<file path="src/rtl/core/hrn_pkg.sv">
// Shared constants, status codes and controller/datapath handshake types for the HRN scheduler.
package hrn_pkg;

	localparam int TABLE_ENTRIES = 8;
	localparam int IDX_W = (TABLE_ENTRIES > 1) ? $clog2(TABLE_ENTRIES) : 1;

	localparam int STAT_W = 3;
	localparam logic [STAT_W-1:0] ST_ADDED      = 3'd0;
	localparam logic [STAT_W-1:0] ST_FULL       = 3'd1;
	localparam logic [STAT_W-1:0] ST_DISPATCHED = 3'd2;
	localparam logic [STAT_W-1:0] ST_EMPTY      = 3'd3;
	localparam logic [STAT_W-1:0] ST_ZERO_BURST = 3'd4;

	localparam logic KIND_ADD      = 1'b0;
	localparam logic KIND_DISPATCH = 1'b1;

	// One stored job
	typedef struct packed {
		logic [15:0] id;
		logic [15:0] arrival;
		logic [15:0] burst;
		logic [15:0] order;
	} entry_t;

	// Commands from the controller to the datapath
	typedef struct packed {
		logic cap_in;
		logic idx_clr;
		logic idx_inc;
		logic do_add;
		logic min_clr;
		logic min_upd;
		logic clk_adj;
		logic best_clr;
		logic sel_mul;
		logic sel_cmp;
		logic fin;
		logic res_empty;
		logic load_out;
	} cmd_t;

	// Status from the datapath to the controller
	typedef struct packed {
		logic idx_last;
		logic any;
		logic out_vld;
	} sts_t;

endpackage

</file>
<file path="src/rtl/core/hrn_ctrl.sv">
// Controller state machine sequencing add, arrival scan, ratio scan and result hand-off.
module hrn_ctrl (
	input  logic           clk,
	input  logic           arst_n,
	input  logic           s_tvalid,
	input  logic           s_kind,
	input  logic           m_tready,
	input  hrn_pkg::sts_t  sts,
	output logic           s_tready,
	output hrn_pkg::cmd_t  cmd
);

	typedef enum logic [2:0] {
		S_IDLE,
		S_ADD,
		S_MIN,
		S_ADJ,
		S_SMUL,
		S_SCMP,
		S_FIN,
		S_RESP
	} state_t;

	state_t state_q;
	logic   ready_q;
	logic   accept;
	logic   out_free;

	assign accept   = s_tvalid && ready_q;
	assign out_free = !sts.out_vld || m_tready;
	assign s_tready = ready_q;

	// Decode commands from the current state
	always_comb begin
		cmd = '0;
		case (state_q)
			S_IDLE: begin
				cmd.cap_in  = accept;
				cmd.idx_clr = accept;
				cmd.min_clr = accept;
			end
			S_ADD: begin
				cmd.do_add = 1'b1;
			end
			S_MIN: begin
				cmd.min_upd = 1'b1;
				cmd.idx_inc = !sts.idx_last;
			end
			S_ADJ: begin
				cmd.res_empty = !sts.any;
				cmd.clk_adj   = sts.any;
				cmd.idx_clr   = sts.any;
				cmd.best_clr  = sts.any;
			end
			S_SMUL: begin
				cmd.sel_mul = 1'b1;
			end
			S_SCMP: begin
				cmd.sel_cmp = 1'b1;
				cmd.idx_inc = !sts.idx_last;
			end
			S_FIN: begin
				cmd.fin = 1'b1;
			end
			S_RESP: begin
				cmd.load_out = out_free;
			end
			default: begin
				cmd = '0;
			end
		endcase
	end

	// Advance state and the input-ready flag
	always_ff @(posedge clk or negedge arst_n) begin
		if (!arst_n) begin
			state_q <= S_IDLE;
			ready_q <= 1'b1;
		end else begin
			case (state_q)
				S_IDLE: begin
					if (accept) begin
						ready_q <= 1'b0;
						state_q <= (s_kind == hrn_pkg::KIND_DISPATCH) ? S_MIN : S_ADD;
					end
				end
				S_ADD: begin
					state_q <= S_RESP;
				end
				S_MIN: begin
					if (sts.idx_last) begin
						state_q <= S_ADJ;
					end
				end
				S_ADJ: begin
					state_q <= sts.any ? S_SMUL : S_RESP;
				end
				S_SMUL: begin
					state_q <= S_SCMP;
				end
				S_SCMP: begin
					state_q <= sts.idx_last ? S_FIN : S_SMUL;
				end
				S_FIN: begin
					state_q <= S_RESP;
				end
				S_RESP: begin
					if (out_free) begin
						ready_q <= 1'b1;
						state_q <= S_IDLE;
					end
				end
				default: begin
					state_q <= S_IDLE;
					ready_q <= 1'b1;
				end
			endcase
		end
	end

endmodule

</file>
<file path="src/rtl/core/hrn_dp.sv">
// Datapath: job table, scan index, arrival and ratio scans, clock and output register.
module hrn_dp (
	input  logic                         clk,
	input  logic                         arst_n,
	input  hrn_pkg::cmd_t                cmd,
	input  logic [15:0]                  in_id,
	input  logic [15:0]                  in_arrival,
	input  logic [15:0]                  in_burst,
	input  logic                         m_tready,
	output hrn_pkg::sts_t                sts,
	output logic                         out_vld,
	output logic [hrn_pkg::STAT_W-1:0]   out_status,
	output logic [15:0]                  out_id,
	output logic [31:0]                  out_start,
	output logic [31:0]                  out_finish
);

	localparam int N = hrn_pkg::TABLE_ENTRIES;
	localparam int IW = hrn_pkg::IDX_W;

	// Job table and valid bits
	hrn_pkg::entry_t mem [N];
	logic [N-1:0]    vld_q;
	hrn_pkg::entry_t rd_q;

	logic [IW-1:0] idx_q;
	logic [IW-1:0] idx_nxt;

	// Captured request
	logic [15:0] in_id_q;
	logic [15:0] in_arr_q;
	logic [15:0] in_burst_q;

	logic [15:0] ins_cnt_q;
	logic [31:0] clk_q;

	// Arrival scan
	logic        any_q;
	logic        arrived_q;
	logic [15:0] earliest_q;

	// Best candidate so far
	logic          best_vld_q;
	logic [IW-1:0] best_idx_q;
	logic [15:0]   best_id_q;
	logic [15:0]   best_arr_q;
	logic [15:0]   best_burst_q;
	logic [15:0]   best_age_q;
	logic [32:0]   best_num_q;

	// Product stage
	logic [48:0] lhs_s1;
	logic [48:0] rhs_s1;
	logic [32:0] num_s1;
	logic        elig_s1;

	// Pending result and output register
	logic [hrn_pkg::STAT_W-1:0] res_status_q;
	logic [15:0]                res_id_q;
	logic [31:0]                res_start_q;
	logic [31:0]                res_fin_q;
	logic                       out_vld_q;
	logic [hrn_pkg::STAT_W-1:0] out_status_q;
	logic [15:0]                out_id_q;
	logic [31:0]                out_start_q;
	logic [31:0]                out_fin_q;

	logic          cur_vld;
	logic          cur_arrived;
	logic [32:0]   cand_num;
	logic [15:0]   cand_age;
	logic          better;
	logic          free_found;
	logic [IW-1:0] free_idx;
	logic [32:0]   fin_sum;
	logic [31:0]   fin_sat;

	assign idx_nxt = cmd.idx_clr ? '0 : (cmd.idx_inc ? idx_q + IW'(1) : idx_q);

	assign cur_vld     = vld_q[idx_q];
	assign cur_arrived = ({16'd0, rd_q.arrival} <= clk_q);
	assign cand_num    = {1'b0, clk_q - {16'd0, rd_q.arrival}} + {17'd0, rd_q.burst};
	assign cand_age    = ins_cnt_q - rd_q.order;

	// Exact ratio compare, then earlier arrival, then older insertion
	always_comb begin
		if (!best_vld_q || (lhs_s1 > rhs_s1)) begin
			better = 1'b1;
		end else if (lhs_s1 != rhs_s1) begin
			better = 1'b0;
		end else if (rd_q.arrival != best_arr_q) begin
			better = rd_q.arrival < best_arr_q;
		end else begin
			better = cand_age > best_age_q;
		end
	end

	// Find the lowest free slot
	always_comb begin
		free_found = 1'b0;
		free_idx   = '0;
		for (int i = 0; i < N; i++) begin
			if (!free_found && !vld_q[i]) begin
				free_found = 1'b1;
				free_idx   = IW'(i);
			end
		end
	end

	// Saturating finish time
	assign fin_sum = {1'b0, clk_q} + {17'd0, best_burst_q};
	assign fin_sat = fin_sum[32] ? 32'hFFFF_FFFF : fin_sum[31:0];

	// Table storage with registered read at the next scan index
	always_ff @(posedge clk) begin
		if (cmd.do_add && (in_burst_q != 16'd0) && free_found) begin
			mem[free_idx] <= '{id: in_id_q, arrival: in_arr_q, burst: in_burst_q,
				order: ins_cnt_q};
		end
		rd_q <= mem[idx_nxt];
	end

	// Capture the request payload
	always_ff @(posedge clk) begin
		if (cmd.cap_in) begin
			in_id_q    <= in_id;
			in_arr_q   <= in_arrival;
			in_burst_q <= in_burst;
		end
	end

	// Form both cross products against the current best
	always_ff @(posedge clk) begin
		if (cmd.sel_mul) begin
			lhs_s1  <= cand_num * best_burst_q;
			rhs_s1  <= best_num_q * rd_q.burst;
			num_s1  <= cand_num;
			elig_s1 <= cur_vld && cur_arrived;
		end
	end

	// Hold the best candidate payload
	always_ff @(posedge clk) begin
		if (cmd.sel_cmp && elig_s1 && better) begin
			best_idx_q   <= idx_q;
			best_id_q    <= rd_q.id;
			best_arr_q   <= rd_q.arrival;
			best_burst_q <= rd_q.burst;
			best_age_q   <= cand_age;
			best_num_q   <= num_s1;
		end
	end

	// Hold the pending result
	always_ff @(posedge clk) begin
		if (cmd.do_add) begin
			res_id_q    <= '0;
			res_start_q <= '0;
			res_fin_q   <= '0;
			if (in_burst_q == 16'd0) begin
				res_status_q <= hrn_pkg::ST_ZERO_BURST;
			end else if (!free_found) begin
				res_status_q <= hrn_pkg::ST_FULL;
			end else begin
				res_status_q <= hrn_pkg::ST_ADDED;
			end
		end else if (cmd.res_empty || (cmd.fin && !best_vld_q)) begin
			res_status_q <= hrn_pkg::ST_EMPTY;
			res_id_q     <= '0;
			res_start_q  <= '0;
			res_fin_q    <= '0;
		end else if (cmd.fin) begin
			res_status_q <= hrn_pkg::ST_DISPATCHED;
			res_id_q     <= best_id_q;
			res_start_q  <= clk_q;
			res_fin_q    <= fin_sat;
		end
	end

	// Load the output register
	always_ff @(posedge clk) begin
		if (cmd.load_out) begin
			out_status_q <= res_status_q;
			out_id_q     <= res_id_q;
			out_start_q  <= res_start_q;
			out_fin_q    <= res_fin_q;
		end
	end

	// Control state: index, valid bits, counters, clock, scan flags
	always_ff @(posedge clk or negedge arst_n) begin
		if (!arst_n) begin
			idx_q      <= '0;
			vld_q      <= '0;
			ins_cnt_q  <= '0;
			clk_q      <= '0;
			any_q      <= 1'b0;
			arrived_q  <= 1'b0;
			earliest_q <= '0;
			best_vld_q <= 1'b0;
			out_vld_q  <= 1'b0;
		end else begin
			idx_q <= idx_nxt;

			if (cmd.do_add && (in_burst_q != 16'd0) && free_found) begin
				vld_q[free_idx] <= 1'b1;
				ins_cnt_q       <= ins_cnt_q + 16'd1;
			end

			if (cmd.min_clr) begin
				any_q     <= 1'b0;
				arrived_q <= 1'b0;
			end else if (cmd.min_upd && cur_vld) begin
				any_q <= 1'b1;
				if (!any_q || (rd_q.arrival < earliest_q)) begin
					earliest_q <= rd_q.arrival;
				end
				if (cur_arrived) begin
					arrived_q <= 1'b1;
				end
			end

			if (cmd.clk_adj && !arrived_q) begin
				clk_q <= {16'd0, earliest_q};
			end

			if (cmd.best_clr) begin
				best_vld_q <= 1'b0;
			end else if (cmd.sel_cmp && elig_s1) begin
				best_vld_q <= 1'b1;
			end

			if (cmd.fin && best_vld_q) begin
				clk_q               <= fin_sat;
				vld_q[best_idx_q]   <= 1'b0;
			end

			if (cmd.load_out) begin
				out_vld_q <= 1'b1;
			end else if (m_tready) begin
				out_vld_q <= 1'b0;
			end
		end
	end

	assign sts.idx_last = (idx_q == IW'(N - 1));
	assign sts.any      = any_q;
	assign sts.out_vld  = out_vld_q;

	assign out_vld    = out_vld_q;
	assign out_status = out_status_q;
	assign out_id     = out_id_q;
	assign out_start  = out_start_q;
	assign out_finish = out_fin_q;

endmodule

</file>
<file path="src/rtl/core/hrn_scheduler_select_core.sv">
// Top level of the highest-response-ratio-next scheduler: stream ports, controller and datapath.
//
// Usage:
//   Slave stream s_*: one request per transfer. s_tuser[0] is the request kind
//   (0 add a job, 1 dispatch the next job); s_tdata carries job id, arrival
//   tick and burst length. Master stream m_*: exactly one result per request,
//   in request order. m_tuser[2:0] is the status code (0 added, 1 table full,
//   2 dispatched, 3 table empty, 4 zero burst rejected); m_tdata carries the
//   chosen job id, start time and saturating finish time.
//   Requests are taken one at a time. An add updates the table and then loads the
//   output register. A dispatch makes one arrival pass at one entry per cycle;
//   if any job is stored it then adjusts the clock, makes one ratio pass (product,
//   then compare, for each entry) through the table's single read port, finishes
//   and loads the output register; with an empty table it loads the empty result
//   directly. The next request is accepted from the cycle after its result is
//   loaded into the output register, even while that result still waits on m_tready.
//   Reset clears the table valid bits, the insertion counter and the scheduler
//   clock; the block is ready for a request as soon as reset is released.
//   When m_tready stays low, the result holds on m_*; one more request can be
//   taken and run, then s_tready stays low until the output register drains.
module hrn_scheduler_select_core (
	input  logic        clk,
	input  logic        arst_n,
	input  logic        s_tvalid,
	output logic        s_tready,
	input  logic [47:0] s_tdata,  // job_id[15:0], arrival_time[31:16], burst_length[47:32]
	input  logic [0:0]  s_tuser,  // kind[0]
	output logic        m_tvalid,
	input  logic        m_tready,
	output logic [79:0] m_tdata,  // chosen_id[15:0], start_time[47:16], finish_time[79:48]
	output logic [2:0]  m_tuser   // status[2:0]
);

	hrn_pkg::cmd_t cmd;
	hrn_pkg::sts_t sts;

	logic [hrn_pkg::STAT_W-1:0] out_status;
	logic [15:0]                out_id;
	logic [31:0]                out_start;
	logic [31:0]                out_finish;

	hrn_ctrl u_ctrl (
		.clk      (clk),
		.arst_n   (arst_n),
		.s_tvalid (s_tvalid),
		.s_kind   (s_tuser[0]),
		.m_tready (m_tready),
		.sts      (sts),
		.s_tready (s_tready),
		.cmd      (cmd)
	);

	hrn_dp u_dp (
		.clk        (clk),
		.arst_n     (arst_n),
		.cmd        (cmd),
		.in_id      (s_tdata[15:0]),
		.in_arrival (s_tdata[31:16]),
		.in_burst   (s_tdata[47:32]),
		.m_tready   (m_tready),
		.sts        (sts),
		.out_vld    (m_tvalid),
		.out_status (out_status),
		.out_id     (out_id),
		.out_start  (out_start),
		.out_finish (out_finish)
	);

	// Pack the result fields
	assign m_tdata = {out_finish, out_start, out_id};
	assign m_tuser = out_status;

endmodule

</file>
<file path="config.mk">
export PLATFORM = sky130hd
export DESIGN_NAME = hrn_scheduler_select_core
export DESIGN_NICKNAME = d
export VERILOG_FILES = /design/src/rtl/core/hrn_pkg.sv /design/src/rtl/core/hrn_ctrl.sv /design/src/rtl/core/hrn_dp.sv /design/src/rtl/core/hrn_scheduler_select_core.sv
export SDC_FILE = /design/constraint.sdc
export NUM_CORES = 2
export LEC_CHECK = 0
export ABC_AREA = 1
export BUFFER_PORTS_ARGS = -buffer_cell sky130_fd_sc_hd__buf_2
export CAP_MARGIN = 25
export CORE_UTILIZATION = 60
export CTS_CLUSTER_SIZE = 12
export DETAILED_ROUTE_END_ITERATION = 6
export HOLD_SLACK_MARGIN = 0.03
export PLACE_DENSITY = 0.77
export SLEW_MARGIN = 20
export SYNTH_ARGS = -nofsm -noshare
export SYNTH_HDL_FRONTEND = slang
export SYNTH_SLANG_ARGS = --single-unit
</file>
<file path="constraint.sdc">
create_clock -name clk -period 13.06 [get_ports clk]
set_input_delay 1.306 -clock clk [delete_from_list [all_inputs] [get_ports clk]]
set_output_delay 1.306 -clock clk [all_outputs]
set_load 0.02 [all_outputs]
</file>
==> flow_summary.yaml <==
die:
  start_util: 0.6072
  core_area_sq_um: 132000
  rows: 133
  dieArea_sq_um: 135000
  die_h_um: 367.4
  fp.dieW_um: 367.4
  num_io_pins: 138
clocking:
  root_buffer: "clkbuf_16"
  ctsHoldBuffers: 0
  cts_buffer_depth: 3
  clock-sinks: 1105
  numCtsBuffers: 113
  postCtsSetupBuffers: 0
  insertion_delay_ns: 0.78
  htreeDepth: 3
  cts.repair.resized: 0
  clk_pin_slew_ns: 0.06
  cts_tree: "yes"
drt:
  firstDrtPassIters: 6
  vias_per_cell: 5.818
  drt_wl_total_mm: 227.3
  first_iter_violations: 5821
  wire_per_inst_um: 22.20
  vias: 59570
  antenna_left: 0
  drc_errors: 0
sta:
  relSlewSlack: 0.2956
  min_period_ns: 10.19
  tightest_slew_ns: 1.057
  fin_crit_sh: 0.7804
  rsz0062_at_grt: "false"
  fmax_ghz: 0.09812
  tns_ns: 0
  skew_ns: 0.09051
  drv_slew: 0
  setup-violations-final: 0
  hold_viol_final: 0
place:
  place_congestion: 1.038
  dp_hpwl_mm: 165.3
  port_buffers: 137
yosys:
  synth_edf_count: 878
  synthFlopType: "edfxtp_1"
  yosysTopAreaCell: "edfxtp_1"
  yosysWarnings: 0
  syn-num-nets: 9714
  ys_ff_latch: 1105
  avgSynthCellArea_sq_um: 9.551
  yosysMostFrequentCell: "nand2_1"
  syn_area_sq_um: 80130
  synthTopCellsByArea: "edfxtp_1 33%, fa_1 22%, nand2_1 8.7%"
  netlist_instances: 8389
  ys_async_sr_fraction: 0.07511
  synth_cell_types: 59
  ys_seq_area_frac: 0.3910
  netlist_top_cells_count: "1,852 x nand2_1, 1,494 x inv_1, 878 x edfxtp_1"
  yosysTopAreaCellShare: 0.3290
grt:
  grt_overflow: 0
  antenna_found_initial: 9
  grt_first_pass_wirelength_mm: 350.4
  grt_max_degree: 133
  first_global_vias: 61000
  globalRouteTotalUtil: 0.3410
finish:
  final_nets: 9703
  layout-drive-gt1-share: 0.05767
  area.growth.synth_to_final_pct: 7.417
critical_path:
  cp_slowest_cell: "fa_1"
  cp.arrival_ns: 10.62
  critPathMaxStageDelay_ns: 0.58
  crit_start: "u_dp.rd_q[36]$_DFF_P_"
  critPathMaxFanout: 14
  r2r_start: "u_dp.rd_q[36]$_DFF_P_"
  end_kind: "register"
  cp-start-kind: "register"
  path_class: "reg2reg"
  crit_required_ns: 13.49
worst_hold_path:
  timing.hold.worst.start: "u_dp.rd_q[50]$_DFF_P_"
  hp-class: "reg2reg"
run_status:
  outcome: "finished clean"
run:
  cap_viol_max_count: 0
## sequential cells by signal, summed over array words and instances, names as in the netlist, 8 cells and up
register           cells
u_dp.ins_cnt_q        16
u_dp.clk_q            32
u_dp.best_arr_q       16
u_dp.rhs_s1           49
u_dp.earliest_q       16
u_dp.best_burst_q     16
u_dp.vld_q             8
u_dp.res_fin_q        32
u_dp.res_start_q      32
u_dp.rd_q             64
u_dp.num_s1           33
u_dp.lhs_s1           49
u_dp.mem             512
u_dp.best_age_q       16
u_dp.in_id_q          16
u_dp.best_num_q       33
u_dp.res_id_q         16
u_dp.out_start        32
u_dp.in_arr_q         16
u_dp.in_burst_q       16
u_dp.out_finish       32
u_dp.best_id_q        16
u_dp.out_id           16
## worst paths after layout
kind,end,slack (ns),cells after the start
max reg2reg,u_dp.lhs_s1[38]$_DFFE_PP_,2.87,43
min,u_dp.best_id_q[2]$_DFFE_PP_,0.40,0
min reg2reg,u_dp.best_id_q[2]$_DFFE_PP_,0.40,0
min in group asynchronous,u_dp.idx_q[1]$_DFF_PN0_,0.50,1
max,u_dp.lhs_s1[38]$_DFFE_PP_,2.87,43
max in group asynchronous,u_dp.clk_q[21]$_DFFE_PN0P_,11.37,2
## worst max-delay path: cells and delay by family (launching register included)
kind / cells / cell delay [ns]
AOI/OAI and AO/OA: 8 / 1.88
and+or+nand+nor: 14 / 1.99
xor gates and xnor gates: 2 / 0.26
buffers and inverters: 10 / 1.06
adders and majority gates: 9 / 4.19
DFF: 1 / 0.44
## cells by family after synthesis
| group | Yosys count | share of synthesized area |
|---|---|---|
| xor+xnor | 157 | 0.01716 |
| buf+inv | 1875 | 0.08905 |
| simple gates | 2803 | 0.1403 |
| flops | 1105 | 0.3910 |
| compound gates | 1176 | 0.08240 |
| fa+ha+maj | 1272 | 0.2800 |
| mux | 1 | 0.0001405 |
## cells in the final DEF (no fill, tap or decap), types with 55 or more instances in the layout
master     instances
nor2_1           576
nand3_1          176
nand2_1         1852
edfxtp_1         878
ha_1             404
a21oi_1          308
o21bai_1         151
dfxtp_1          144
dfrtp_1           82
fa_1             868
buf_4             89
xor2_1            99
o21ai_0          460
xnor2_1           55
inv_1           1490
clkbuf_16        114
buf_2            136
o21ai_1          104
clkbuf_1          62
## cell type report
type                    instances  area (sq um)
fillers                     10330         45890
multi-input cells            5409         41800
repair buffers                228          1404
well taps                    1755          2196
flip-flops and latches       1105         31330
inverters                    1521          5717
clock inverters                29         377.9
diodes                          5         12.51
clock buffers                 187          3237
## per-layer routing
layer | up-vias | share of wire | GRT usage
met5 | - | 0.00019 | 0
met4 | 8 | 0.057 | 0.1716
met3 | 677 | 0.099 | 0.07974
met2 | 3045 | 0.46 | 0.5451
met1 | 29350 | 0.38 | 0.4367
li1 | 26490 | - | -
## stage by stage
step	utilization	std cells	setup slack, ns	hold WS [ns]	instance area [sq um]
after CTS	0.6519	10230	3.069	0.4003	86020
after global placement	0.6244	10020	3.192	0.3872	82400
after detailed placement	0.6245	10020	3.204	0.3906	82410
after floorplan	-	8389	2.904	0.3855	80130
final	0.6522	10240	2.868	0.4031	86070
after global routing	0.6521	10230	2.409	0.4093	86060
Power is not shown: default switching activity piles up to over one toggle a cycle in this logic, so the estimate is an artifact.
